$ cat src/rtl/assert_macros.svh
// Assertion macros used by the serializer bit engine.
`ifndef ASSERT_MACROS_SVH
`define ASSERT_MACROS_SVH
`ifndef SYNTH
// Property checked on every clock edge outside reset.
`define ALS_ASSERT(label, clk, rst_n, prop) \
    label: assert property (@(posedge clk) disable iff (!rst_n) prop) \
        else $error("als assertion failed");
// Condition that must never be seen on a clock edge outside reset.
`define ALS_NEVER(label, clk, rst_n, expr) \
    label: assert property (@(posedge clk) disable iff (!rst_n) !(expr)) \
        else $error("als forbidden condition seen");
`else
`define ALS_ASSERT(label, clk, rst_n, prop)
`define ALS_NEVER(label, clk, rst_n, expr)
`endif
`endif

$ cat src/rtl/als_pkg.sv
// Types, constants and helpers shared by the LED serializer modules.
`default_nettype none
package als_pkg;

    localparam int COUNT_WIDTH = 16;
    localparam int PIXEL_BITS  = 24;
    localparam int COLOR_BITS  = 24;
    localparam int CFG_WIDTH   = 16;
    localparam int CFG_IDX_W   = 3;
    localparam int BITS_LEFT_W = $clog2(PIXEL_BITS);
    localparam int QUEUE_DEPTH = 4;
    localparam int QPTR_W      = $clog2(QUEUE_DEPTH);
    localparam int QCNT_W      = $clog2(QUEUE_DEPTH + 1);

    // Configuration register indexes.
    localparam logic [CFG_IDX_W-1:0] CFG_ZERO_HIGH = 3'd0;
    localparam logic [CFG_IDX_W-1:0] CFG_ZERO_LOW  = 3'd1;
    localparam logic [CFG_IDX_W-1:0] CFG_ONE_HIGH  = 3'd2;
    localparam logic [CFG_IDX_W-1:0] CFG_ONE_LOW   = 3'd3;
    localparam logic [CFG_IDX_W-1:0] CFG_LATCH_LOW = 3'd4;

    // Reset values: 350 ns, 800 ns, 700 ns, 600 ns and 300 us at a 10 ns tick.
    localparam logic [CFG_WIDTH-1:0] RST_ZERO_HIGH = 16'd35;
    localparam logic [CFG_WIDTH-1:0] RST_ZERO_LOW  = 16'd80;
    localparam logic [CFG_WIDTH-1:0] RST_ONE_HIGH  = 16'd70;
    localparam logic [CFG_WIDTH-1:0] RST_ONE_LOW   = 16'd60;
    localparam logic [CFG_WIDTH-1:0] RST_LATCH_LOW = 16'd30000;

    localparam logic [COUNT_WIDTH-1:0] COUNT_MAX = {COUNT_WIDTH{1'b1}};

    typedef enum logic [1:0] {
        PH_IDLE  = 2'd0,
        PH_HIGH  = 2'd1,
        PH_LOW   = 2'd2,
        PH_LATCH = 2'd3
    } phase_t;

    // One classified word as it travels through the queue.
    typedef struct packed {
        logic                  is_pixel;
        logic [PIXEL_BITS-1:0] pixel;
    } als_word_t;

    typedef struct packed {
        logic [CFG_WIDTH-1:0] zero_high;
        logic [CFG_WIDTH-1:0] zero_low;
        logic [CFG_WIDTH-1:0] one_high;
        logic [CFG_WIDTH-1:0] one_low;
        logic [CFG_WIDTH-1:0] latch_low;
    } als_cfg_t;

    // A zero duration counts as one tick; a duration beyond the counter saturates.
    function automatic logic [COUNT_WIDTH-1:0] load_duration(input logic [CFG_WIDTH-1:0] v);
        logic [31:0] wide;
        wide = 32'(v);
        if (wide == 32'd0)
        begin
            return COUNT_WIDTH'(1);
        end
        if (wide > 32'(COUNT_MAX))
        begin
            return COUNT_MAX;
        end
        return COUNT_WIDTH'(wide);
    endfunction

endpackage
`default_nettype wire

$ cat src/rtl/als_front.sv
// Front end: takes input words, classifies them and packs pixels for the queue.
`default_nettype none
module als_front (
    input  wire logic                in_valid,
    output logic                     in_stall,
    input  wire logic                req_type,
    input  wire logic [7:0]          red,
    input  wire logic [7:0]          green,
    input  wire logic [7:0]          blue,
    input  wire logic                q_full,
    output logic                     q_push,
    output als_pkg::als_word_t       q_word
);

    logic [als_pkg::PIXEL_BITS-1:0] packed_pixel;

    // Green goes out first, so it sits at the top; spare frame bits trail as zeros.
    assign packed_pixel = als_pkg::PIXEL_BITS'({green, red, blue})
                          << (als_pkg::PIXEL_BITS - als_pkg::COLOR_BITS);

    always_comb
    begin
        q_word.is_pixel = req_type;
        q_word.pixel    = req_type ? packed_pixel : '0;
    end

    assign in_stall = q_full;
    assign q_push   = in_valid && !q_full;

endmodule
`default_nettype wire

$ cat src/rtl/als_queue.sv
// Short word queue between the front end and the bit engine.
`default_nettype none
module als_queue (
    input  wire logic               clk,
    input  wire logic               rst_n,
    input  wire logic               push,
    input  wire als_pkg::als_word_t wr_word,
    input  wire logic               pop,
    output als_pkg::als_word_t      rd_word,
    output logic                    rd_valid,
    output logic                    full
);

    als_pkg::als_word_t                slot_reg [als_pkg::QUEUE_DEPTH];
    logic [als_pkg::QPTR_W-1:0]        wr_ptr_reg, wr_ptr_next;
    logic [als_pkg::QPTR_W-1:0]        rd_ptr_reg, rd_ptr_next;
    logic [als_pkg::QCNT_W-1:0]        count_reg, count_next;
    logic                              do_pop;

    assign full     = (count_reg == als_pkg::QCNT_W'(als_pkg::QUEUE_DEPTH));
    assign rd_valid = (count_reg != '0);
    assign rd_word  = slot_reg[rd_ptr_reg];
    assign do_pop   = pop && rd_valid;

    always_comb
    begin
        wr_ptr_next = push ? wr_ptr_reg + 1'b1 : wr_ptr_reg;
        rd_ptr_next = do_pop ? rd_ptr_reg + 1'b1 : rd_ptr_reg;
        count_next  = count_reg;
        if (push && !do_pop)
        begin
            count_next = count_reg + 1'b1;
        end
        else if (do_pop && !push)
        begin
            count_next = count_reg - 1'b1;
        end
    end

    always_ff @(posedge clk or negedge rst_n)
    begin
        if (!rst_n)
        begin
            wr_ptr_reg <= '0;
            rd_ptr_reg <= '0;
            count_reg  <= '0;
        end
        else
        begin
            wr_ptr_reg <= wr_ptr_next;
            rd_ptr_reg <= rd_ptr_next;
            count_reg  <= count_next;
        end
    end

    always_ff @(posedge clk)
    begin
        if (push)
        begin
            slot_reg[wr_ptr_reg] <= wr_word;
        end
    end

endmodule
`default_nettype wire

$ cat src/rtl/als_back.sv
// Bit engine: runs line timing one word per cycle unless stalled; holds the result.
`default_nettype none
`include "assert_macros.svh"
module als_back (
    input  wire logic                         clk,
    input  wire logic                         rst_n,
    input  wire als_pkg::als_word_t           q_word,
    input  wire logic                         q_valid,
    output logic                              q_pop,
    input  wire logic                         cfg_wr_en,
    input  wire logic [als_pkg::CFG_IDX_W-1:0] cfg_index,
    input  wire logic [als_pkg::CFG_WIDTH-1:0] cfg_data,
    output logic                              out_valid,
    input  wire logic                         out_stall,
    output logic                              line_level,
    output logic                              busy_res,
    output logic                              pixel_rejected
);

    als_pkg::als_cfg_t                      cfg_reg;
    als_pkg::phase_t                        phase_reg, phase_next;
    logic [als_pkg::PIXEL_BITS-1:0]         shifter_reg, shifter_next;
    logic [als_pkg::BITS_LEFT_W-1:0]        bits_left_reg, bits_left_next;
    logic [als_pkg::COUNT_WIDTH-1:0]        tick_count_reg, tick_count_next;
    logic [als_pkg::COUNT_WIDTH-1:0]        tick_dec;
    logic                                   out_valid_reg, out_valid_next;
    logic                                   line_reg, busy_reg, rejected_reg;
    logic                                   rejected;
    logic                                   load_pixel;
    logic                                   phase_done;
    logic                                   cur_bit;
    logic                                   following_bit;

    // A word leaves the queue whenever the result register is free or being taken.
    assign q_pop = q_valid && (!out_valid_reg || !out_stall);

    assign load_pixel    = q_word.is_pixel && (phase_reg == als_pkg::PH_IDLE);
    assign rejected      = q_word.is_pixel && (phase_reg != als_pkg::PH_IDLE);
    assign tick_dec      = (tick_count_reg != '0) ? tick_count_reg - 1'b1 : '0;
    assign phase_done    = !q_word.is_pixel && (tick_dec == '0);
    assign cur_bit       = shifter_reg[als_pkg::PIXEL_BITS-1];
    assign following_bit = shifter_reg[als_pkg::PIXEL_BITS-2];

    // Next phase.
    always_comb
    begin
        phase_next = phase_reg;
        unique case (phase_reg)
            als_pkg::PH_IDLE:
            begin
                if (load_pixel)
                begin
                    phase_next = als_pkg::PH_HIGH;
                end
            end
            als_pkg::PH_HIGH:
            begin
                if (phase_done)
                begin
                    phase_next = als_pkg::PH_LOW;
                end
            end
            als_pkg::PH_LOW:
            begin
                if (phase_done)
                begin
                    phase_next = (bits_left_reg != '0) ? als_pkg::PH_HIGH
                                                       : als_pkg::PH_LATCH;
                end
            end
            als_pkg::PH_LATCH:
            begin
                if (phase_done)
                begin
                    phase_next = als_pkg::PH_IDLE;
                end
            end
            default:
            begin
                phase_next = als_pkg::PH_IDLE;
            end
        endcase
    end

    // Shifter, bit count and phase timer.
    always_comb
    begin
        shifter_next    = shifter_reg;
        bits_left_next  = bits_left_reg;
        tick_count_next = tick_count_reg;
        unique case (phase_reg)
            als_pkg::PH_IDLE:
            begin
                if (load_pixel)
                begin
                    shifter_next    = q_word.pixel;
                    bits_left_next  = als_pkg::BITS_LEFT_W'(als_pkg::PIXEL_BITS - 1);
                    tick_count_next = als_pkg::load_duration(
                        q_word.pixel[als_pkg::PIXEL_BITS-1] ? cfg_reg.one_high
                                                            : cfg_reg.zero_high);
                end
            end
            als_pkg::PH_HIGH:
            begin
                if (!q_word.is_pixel)
                begin
                    tick_count_next = phase_done
                        ? als_pkg::load_duration(cur_bit ? cfg_reg.one_low
                                                         : cfg_reg.zero_low)
                        : tick_dec;
                end
            end
            als_pkg::PH_LOW:
            begin
                if (!q_word.is_pixel)
                begin
                    tick_count_next = tick_dec;
                    if (phase_done && (bits_left_reg != '0))
                    begin
                        bits_left_next  = bits_left_reg - 1'b1;
                        shifter_next    = shifter_reg << 1;
                        tick_count_next = als_pkg::load_duration(
                            following_bit ? cfg_reg.one_high : cfg_reg.zero_high);
                    end
                    else if (phase_done)
                    begin
                        tick_count_next = als_pkg::load_duration(cfg_reg.latch_low);
                    end
                end
            end
            als_pkg::PH_LATCH:
            begin
                if (!q_word.is_pixel)
                begin
                    tick_count_next = tick_dec;
                    if (phase_done)
                    begin
                        shifter_next = '0;
                    end
                end
            end
            default:
            begin
                shifter_next = '0;
            end
        endcase
    end

    always_comb
    begin
        if (q_pop)
        begin
            out_valid_next = 1'b1;
        end
        else
        begin
            out_valid_next = out_valid_reg && out_stall;
        end
    end

    always_ff @(posedge clk or negedge rst_n)
    begin
        if (!rst_n)
        begin
            phase_reg      <= als_pkg::PH_IDLE;
            shifter_reg    <= '0;
            bits_left_reg  <= '0;
            tick_count_reg <= '0;
            out_valid_reg  <= 1'b0;
        end
        else
        begin
            out_valid_reg <= out_valid_next;
            if (q_pop)
            begin
                phase_reg      <= phase_next;
                shifter_reg    <= shifter_next;
                bits_left_reg  <= bits_left_next;
                tick_count_reg <= tick_count_next;
            end
        end
    end

    always_ff @(posedge clk)
    begin
        if (q_pop)
        begin
            line_reg     <= (phase_next == als_pkg::PH_HIGH);
            busy_reg     <= (phase_next != als_pkg::PH_IDLE);
            rejected_reg <= rejected;
        end
    end

    always_ff @(posedge clk or negedge rst_n)
    begin
        if (!rst_n)
        begin
            cfg_reg.zero_high <= als_pkg::RST_ZERO_HIGH;
            cfg_reg.zero_low  <= als_pkg::RST_ZERO_LOW;
            cfg_reg.one_high  <= als_pkg::RST_ONE_HIGH;
            cfg_reg.one_low   <= als_pkg::RST_ONE_LOW;
            cfg_reg.latch_low <= als_pkg::RST_LATCH_LOW;
        end
        else if (cfg_wr_en)
        begin
            case (cfg_index)
                als_pkg::CFG_ZERO_HIGH: cfg_reg.zero_high <= cfg_data;
                als_pkg::CFG_ZERO_LOW:  cfg_reg.zero_low  <= cfg_data;
                als_pkg::CFG_ONE_HIGH:  cfg_reg.one_high  <= cfg_data;
                als_pkg::CFG_ONE_LOW:   cfg_reg.one_low   <= cfg_data;
                als_pkg::CFG_LATCH_LOW: cfg_reg.latch_low <= cfg_data;
                default:
                begin
                end
            endcase
        end
    end

    assign out_valid      = out_valid_reg;
    assign line_level     = line_reg;
    assign busy_res       = busy_reg;
    assign pixel_rejected = rejected_reg;

    // An active phase always has time left on its timer.
    `ALS_ASSERT(a_timer_live, clk, rst_n, (phase_reg != als_pkg::PH_IDLE) |-> tick_count_reg != '0)
    // The shifter is empty whenever the engine is idle.
    `ALS_ASSERT(a_idle_clear, clk, rst_n, (phase_reg == als_pkg::PH_IDLE) |-> (shifter_reg == '0))
    // A dropped pixel can only be reported while the line is busy.
    `ALS_NEVER(a_reject_busy, clk, rst_n, out_valid_reg && rejected_reg && !busy_reg)
    // A word popped from the queue shows up as a result on the next cycle.
    `ALS_ASSERT(a_pop_result, clk, rst_n, q_pop |=> out_valid_reg)

endmodule
`default_nettype wire

$ cat src/rtl/addressable_led_serializer.sv
// Top level of the single-wire addressable LED serializer.
// Each input word is either one clock tick of line time or a pixel (green, red, blue,
// sent MSB first); every word yields one result word with the line level, a busy flag
// and a flag for a pixel dropped because a frame was still running. The front end
// accepts a word every cycle into a four-entry queue while not full, and the bit
// engine retires one word per cycle from it into a result register unless out_stall
// holds it. The user must write bit timing registers through the cfg port while the
// block is idle; the block itself does not enforce this.
`default_nettype none
module addressable_led_serializer (
    input  wire logic                          clk,
    input  wire logic                          rst_n,
    input  wire logic                          in_valid,
    output logic                               in_stall,
    input  wire logic                          req_type,
    input  wire logic [7:0]                    red,
    input  wire logic [7:0]                    green,
    input  wire logic [7:0]                    blue,
    output logic                               out_valid,
    input  wire logic                          out_stall,
    output logic                               line_level,
    output logic                               busy_res,
    output logic                               pixel_rejected,
    input  wire logic                          cfg_wr_en,
    input  wire logic [als_pkg::CFG_IDX_W-1:0] cfg_index,
    input  wire logic [als_pkg::CFG_WIDTH-1:0] cfg_data
);

    als_pkg::als_word_t push_word;
    als_pkg::als_word_t head_word;
    logic               q_push;
    logic               q_pop;
    logic               q_full;
    logic               q_valid;

    als_front u_front (
        .in_valid (in_valid),
        .in_stall (in_stall),
        .req_type (req_type),
        .red      (red),
        .green    (green),
        .blue     (blue),
        .q_full   (q_full),
        .q_push   (q_push),
        .q_word   (push_word)
    );

    als_queue u_queue (
        .clk      (clk),
        .rst_n    (rst_n),
        .push     (q_push),
        .wr_word  (push_word),
        .pop      (q_pop),
        .rd_word  (head_word),
        .rd_valid (q_valid),
        .full     (q_full)
    );

    als_back u_back (
        .clk            (clk),
        .rst_n          (rst_n),
        .q_word         (head_word),
        .q_valid        (q_valid),
        .q_pop          (q_pop),
        .cfg_wr_en      (cfg_wr_en),
        .cfg_index      (cfg_index),
        .cfg_data       (cfg_data),
        .out_valid      (out_valid),
        .out_stall      (out_stall),
        .line_level     (line_level),
        .busy_res       (busy_res),
        .pixel_rejected (pixel_rejected)
    );

endmodule
`default_nettype wire

$ cat config.mk
export PLATFORM = sky130hd
export DESIGN_NAME = addressable_led_serializer
export DESIGN_NICKNAME = d
export VERILOG_FILES = /design/src/rtl/als_pkg.sv /design/src/rtl/als_front.sv /design/src/rtl/als_queue.sv /design/src/rtl/als_back.sv /design/src/rtl/addressable_led_serializer.sv
export VERILOG_INCLUDE_DIRS = /design/src /design/src/rtl
export SDC_FILE = /design/constraint.sdc
export NUM_CORES = 1
export LEC_CHECK = 0
export ABC_AREA = 1
export ABC_CLOCK_PERIOD_IN_PS = 5290
export BUFFER_PORTS_ARGS = -buffer_cell sky130_fd_sc_hd__buf_2
export CELL_PAD_IN_SITES_DETAIL_PLACEMENT = 1
export CELL_PAD_IN_SITES_GLOBAL_PLACEMENT = 1
export CORE_AREA = 2 2 204 206
export CTS_BUF_LIST = sky130_fd_sc_hd__clkbuf_4
export DETAILED_ROUTE_END_ITERATION = 8
export DIE_AREA = 0 0 206 208
export PLACE_DENSITY_LB_ADDON = 0.3
export SYNTH_ARGS = -nofsm -noshare
export SYNTH_HDL_FRONTEND = slang
export SYNTH_SLANG_ARGS = --single-unit
export TNS_END_PERCENT = 50
$ cat constraint.sdc
create_clock -name clk -period 5.29 [get_ports clk]
set_input_delay 0.529 -clock clk [delete_from_list [all_inputs] [get_ports clk]]
set_output_delay 0.529 -clock clk [all_outputs]
set_load 0.03 [all_outputs]
# [After elaboration in Yosys (flattened, before gate mapping)]
# Memories as Yosys holds them, arrays and structs flattened.
# Cells that the tools add are included.
[totals] reg_bits=138 ramBits=100 in_bits=49 output_inout_bits=5 wordCells=135 mem_count=1
[memory_table] memory="u_queue.slot_reg" depth=4 width=25 read_ports=1 rd_ports_with_merged_regs=0 wr=1 line="als_queue.sv:14" source="als_pkg::als_word_t slot_reg [als_pkg::QUEUE_DEPTH];"
[op_classes] add_sub_neg=6 eq_ne=15 mux=57 reduce_logical=40
[op_table] cell="$mux 16" count=19
[op_table] cell="$mux 24" count=6
[op_table] cell="$logic_not 16->1" count=5
[op_table] cell="$pmux 24 s3" count=1
[op_table] cell="$pmux 16 s4" count=1
[op_table] cell="$mux 1" count=18
[op_table] cell="$reduce_bool 16->1" count=1
[op_table] cell="$sub 16x1->16 const B" count=1
[op_table] cell="$mux 5" count=3
[op_table] cell="$logic_and 1x1->1" count=10
[op_table] cell="$mux 2" count=5
[op_table] cell="$pmux 5 s2" count=1
[op_table] cell="$reduce_and 2->1" count=5
[op_table] cell="$reduce_and 5->1" count=2
[op_table] cell="$pmux 2 s4" count=1
[op_table] cell="$reduce_bool 2->1" count=4
[op_table] cell="$reduce_and 7->1" count=1
[op_table] cell="$eq 3x2->1 const B" count=2
[op_table] cell="$eq 3x3->1 const B" count=2
[op_table] cell="$logic_not 1->1" count=6
[op_table] cell="$mux 3" count=2
[op_table] cell="$ne 2x1->1 const B" count=3
[op_table] cell="$ne 2x2->1 const B" count=3
[op_table] cell="$reduce_bool 3->1" count=2
[op_table] cell="other kinds (11)" count=14

# [Depth between registers and ports, before layout]
[logic_depth] depth_word=13 ltp_mapped=20 depth_no_buf=19

# [Cells and area by module]
# From an unflattened synthesis, not the netlist that was laid out.
[unflattened] hier_cells=1494 hier_area_um2=12462.0
[by_module_without_submodules] mod="als_back" instances=1 cells_each=1093 area_each_um2=7791.2 seq_area_each_um2=3316.9
[by_module_without_submodules] mod="als_queue" instances=1 cells_each=347 area_each_um2=4445.5 seq_area_each_um2=3178.0
[by_module_without_submodules] mod="als_front" instances=1 cells_each=54 area_each_um2=225.2 seq_area_each_um2=0.0

# [Worst setup path before layout]
# No wires, ideal clock.
[synth_path] path_type="reg2reg" start="register u_queue.count_reg[0] (netlist bit)" end="register u_queue.count_reg[1] (netlist bit)" setup_ns=0.125 t_arrival_ns=2.392 t_required_ns=5.165 path_slack_ns=2.774 path_stages_with_launch=7 n_path_buf=0 synth_period_minus_slack_ns=2.516 cell_sequence="dfrtp_1 -> nor3_1 -> nor2_1 -> ha_1 -> inv_1 -> fa_1 -> mux2_2"
[synth_between] word_cells_on_any_way=15 classes_between="add/sub (2); eq/ne (1); mux (2); reduce/logical (10)"
[synth_rtl] element="start: declaration" line="als_queue.sv:17" source="logic [als_pkg::QCNT_W-1:0] count_reg, count_next;"
[synth_rtl] element="start signal: assignment" line="als_queue.sv:52" source="count_reg <= count_next;"
[synth_rtl] element="$eq 3x3->1" line="als_queue.sv:20" source="assign full = (count_reg == als_pkg::QCNT_W'(als_pkg::QUEUE_DEPTH));"
[synth_rtl] element="via in_stall" line="addressable_led_serializer.sv:14" source="output logic in_stall,"
[synth_rtl] element="$logic_not 1->1" line="als_front.sv:28" source="assign q_push = in_valid && !q_full;"
[synth_rtl] element="$logic_and 1x1->1" line="als_front.sv:28"
[synth_rtl] element="via q_push" line="addressable_led_serializer.sv:31" source="logic q_push;"
[synth_rtl] element="$logic_and 1x1->1" line="als_queue.sv:30" source="if (push && !do_pop)"
[synth_rtl] element="$mux 3" line="als_queue.sv:30"
[synth_rtl] element="via u_queue.count_next, one bit" line="als_queue.sv:17"
# The timed path passes the listed nets, and every way through them passes these cells. The select of a mux whose other input is x is not followed.
# A chain may end at the register's enable or synchronous reset.

# [Worst setup path after layout]
[layout_path] start="register u_back.tick_count_reg[0] (netlist bit)" end="register u_back.shifter_reg[9] (netlist bit)"
[layout_between] elab_chain_len=7 word_cells_on_any_way=9 classes_between="add/sub (1); eq/ne (2); mux (1); reduce/logical (5)"
[layout_lines] element="start: declaration" line="als_back.sv:24" source="logic [als_pkg::COUNT_WIDTH-1:0] tick_count_reg, tick_count_next;"
[layout_lines] element="start signal: assignment" line="als_back.sv:179" source="tick_count_reg <= tick_count_next;"
[layout_lines] element="$sub 16x1->16 / $reduce_bool 16->1 (equally long branches)" line="als_back.sv:39" source="assign tick_dec = (tick_count_reg != '0) ? tick_count_reg - 1'b1 : '0;"
[layout_lines] element="$mux 16 *" line="als_back.sv:39"
[layout_lines] element="$logic_not 16->1 *" line="als_back.sv:40" source="assign phase_done = !q_word.is_pixel && (tick_dec == '0);"
[layout_lines] element="$logic_and 1x1->1 *" line="als_back.sv:40"
[layout_lines] element="$logic_and 1x1->1" line="als_back.sv:118" source="if (phase_done && (bits_left_reg != '0))"
[layout_lines] element="$ne 2x1->1 (no line)"
[layout_lines] element="$reduce_and 7->1 (no line) *"
[layout_lines] element="end signal: assignment" line="als_back.sv:177" source="shifter_reg <= shifter_next;"
[layout_lines] element="end: declaration" line="als_back.sv:22" source="logic [als_pkg::PIXEL_BITS-1:0] shifter_reg, shifter_next;"
# Mark *: on every way between the ends. The rest lies on a longest branch, timed or not.

==> reports/qor.tcl <==
set qor(run_status) {finished, final reports clean}
set qor(synth_nets) 1473
set qor(dp.cells) 1944
set qor(number_of_antenna_violations_at_the_first_check_in_global_routing) 3
set qor(die_height_um) 208
set qor(comb_power_share_pct) 39.2
set qor(die_area_um2) 42800
set qor(worst-slew-pin-transition_ns) 1.18
set qor(dp_slack_ns) 1.29
set qor(maxCapViolations) 0
set qor(finalInstanceArea_um2) 13700
set qor(route.antenna.remaining_nets) 0
set qor(finalCritPeriodShare_pct) 76.4
set qor(most-common-layout-cells) {sky130_fd_sc_hd__nand2_1, sky130_fd_sc_hd__inv_1, sky130_fd_sc_hd__o21ai_0}
set qor(routed_wire_length_per_instance_um) 16.4
set qor(via_count) 9823
set qor(h-tree-depth) 3
set qor(hold_crit_path_type) {in2reg}
set qor(yosys_register_bits) 238
set qor(clk-insertion-delay-late_ns) 0.77
set qor(power.share.sequential_pct) 36.8
set qor(grtUsageTotal_pct) 16.5
set qor(worstPathRequired_ns) 5.87
set qor(report.final.slew_viol_count) 0
set qor(power_switching_share_pct) 41.7
set qor(most_common_library_cell_in_the_layout_ignoring_fill_and_taps) {sky130_fd_sc_hd__nand2_1}
set qor(syn-instance-count) 1415
set qor(grt_first_pass_wirelength_mm) 55.3
set qor(first_global_vias) 10400
set qor(drt_drc_violations_left) 0
set qor(layout-area-overhead-vs-synth_pct) 14.1
set qor(largest_reg_flops) 100
set qor(grt_max_degree) 84
set qor(cts_sinks) 238
set qor(cp.arrival_ns) 4.62
set qor(numCtsBuffers) 69
set qor(placeableCoreArea_um2) 40600
set qor(final.setup.tns_ns) 0
set qor(min_period_ns) 4.04
set qor(setup_repair_after_global_routing_missed_its_margin) {false}
set qor(post_synth.cell_area_avg_um2) 8.50
set qor(synth.distinct_cells) 44
set qor(ys_dominant_reg_cell) {sky130_fd_sc_hd__dfrtp_1}
set qor(top_level_ports) 54
set qor(clock_tree.buffer_depth) 3
set qor(vdd_drop_max_v) 0.000237
set qor(synth.yosys.seq_area_share_pct) 54.0
set qor(cts.reportedPaths.clkPinSlew_ns) 0.08
set qor(p_leak_nw) 6.24
set qor(worst-path-max-fanout) 48
set qor(first_pass_iters) 4
set qor(detailed_place_hpwl_mm) 23.0
set qor(start_util_pct) 29.7
set qor(post_cts_setup_buffer_count) 0
set qor(cts_root_buffer) {sky130_fd_sc_hd__clkbuf_4}
set qor(power_frac_clock_pct) 24.0
set qor(postCtsHoldBufs) 2
set qor(slew-limit-headroom_pct) 21.1
set qor(drt_iter0_markers) 448
set qor(fin_ws_ns) 1.25
set qor(total_switching_power_mw) 3.19
set qor(yosys_warnings) 0
set qor(final_cell_count_no_fill) 2074
set qor(synth_enable_flop_cells) 103
set qor(intPower_mw) 4.45
set qor(timing.clock.skew_ns) 0.0838
set qor(row_count) 74
set qor(nets) 1543
set qor(routabilityCongestion) 0.849
set qor(crit_path_end_kind) {flip-flop}
set qor(global_route.overflow_total) 0
set qor(ys_async_sr_fraction_pct) 56.7
set qor(detail_route.wirelength_mm) 34.1
set qor(setup-violations-final) 0
set qor(tritoncts) {yes}
set qor(synth_area_um2) 12000
set qor(crit_path_class) {reg2reg}
set qor(die_w_um) 206
set qor(critPathLaunchType) {flip-flop}
set qor(cts.repair.resized) 0
set qor(io_buf_count) 53
set qor(vias_per_cell) 4.74
set qor(final_hold_viol_count) 0
set qor(fmax_mhz) 247
set qor(power_per_cell_area_nw_per_um2) 556
set qor(ratio_of_cells_with_drive_above_1_in_the_final_layout_pct) 16.0
set qor(dpl-instance-area_um2) 12800
## synthesized netlist by cell type (all sizes together) (11+ instances only)
cell | count | share of area, %
o21ai | 180 | 7.6
nand4 | 27 | 1.4
or2 | 11 | 0.57
a21oi | 50 | 2.1
edfxtp | 103 | 26
nor2 | 111 | 3.9
nand2 | 371 | 12
dfrtp | 116 | 24
mux2i | 14 | 1.2
dfstp | 19 | 4.2
clkbuf | 50 | 1.6
inv | 181 | 5.6
buf | 19 | 1.0
nand3 | 97 | 4.2
a32o | 22 | 1.8
## power groups by stage
stage / logic, mW / clock network [mW] / registers (mW)
after floorplan: 2.18 / 0 / 2.74
after global placement: 2.97 / 0 / 2.83
after detailed placement: 3.04 / 0 / 2.84
after CTS: 3.06 / 1.91 / 2.82
after global routing: 3.43 / 2.00 / 2.88
final: 3.00 / 1.83 / 2.81
## worst max-delay path, cell delays in order, from the launching register on
cell	delay (ns)
sky130_fd_sc_hd__dfrtp_1	0.38
sky130_fd_sc_hd__inv_1	0.16
sky130_fd_sc_hd__ha_1	0.23
sky130_fd_sc_hd__nand2_1	0.12
sky130_fd_sc_hd__nor2_2	0.21
sky130_fd_sc_hd__nand3_1	0.13
sky130_fd_sc_hd__nand3_1	0.12
sky130_fd_sc_hd__nand3_1	0.12
sky130_fd_sc_hd__nor2_4	0.51
sky130_fd_sc_hd__nand3_4	0.12
sky130_fd_sc_hd__o21ai_2	0.44
sky130_fd_sc_hd__nand3_2	0.86
sky130_fd_sc_hd__nand2_1	0.28
sky130_fd_sc_hd__o21ai_1	0.10
## final timing paths
check	from	to	slack [ns]	depth (start not counted)
min in group asynchronous	rst_n	u_back.tick_count_reg[5]	0.38	2
max reg2reg	u_back.tick_count_reg[0]	u_back.shifter_reg[9]	1.25	13
min reg2reg	u_back.cfg_reg[62]	u_back.cfg_reg[62]	0.48	2
min	red[3]	u_queue.slot_reg[1][11]	0.11	3
max	u_back.tick_count_reg[0]	u_back.shifter_reg[9]	1.25	13
max in group asynchronous	rst_n	u_back.cfg_reg[25]	3.64	3
## metrics by stage
| stage | util [%] | power [mW] | hold slack (ns) |
|---|---|---|---|
| final | 33.8 | 7.63 | 0.114 |
| after CTS | 33.8 | 7.79 | 0.0315 |
| after global routing | 33.8 | 8.30 | 0.0884 |
| after floorplan | - | 4.92 | 0.233 |
| after global placement | 31.5 | 5.80 | 0.462 |
| after detailed placement | 31.5 | 5.89 | 0.470 |
## area by class of cell
cell class              instances  area (um^2)
well taps                     532          666
inverters                     184          691
multi-input cells             924         4550
repair buffers                 68          389
flip-flops and latches        238         6500
fillers                      4875        26800
clock inverters                23          151
clock buffers                 104          781
diodes                          1         2.50
## per-layer routing
layer / GRT usage [%] / share of wire, % / vias to the layer above
met1: 20.7 / 45 / 4746
met4: 6.65 / 3.1 / 2
met5: 0 / 0.035 / -
met2: 27.5 / 48 / 164
li1: - / - / 4835
met3: 3.37 / 3.7 / 76
## cells by family after synthesis
logic type               synth area share, %
multiplexers                            1.63
AND/OR/NAND/NOR                         22.7
adder cells (fa/ha/maj)                0.999
buffers and inverters                   8.30
flip-flops                              54.0
AO/OA/AOI/OAI                           11.9
XOR/XNOR                               0.437
(Power assumes the default switching activity.)
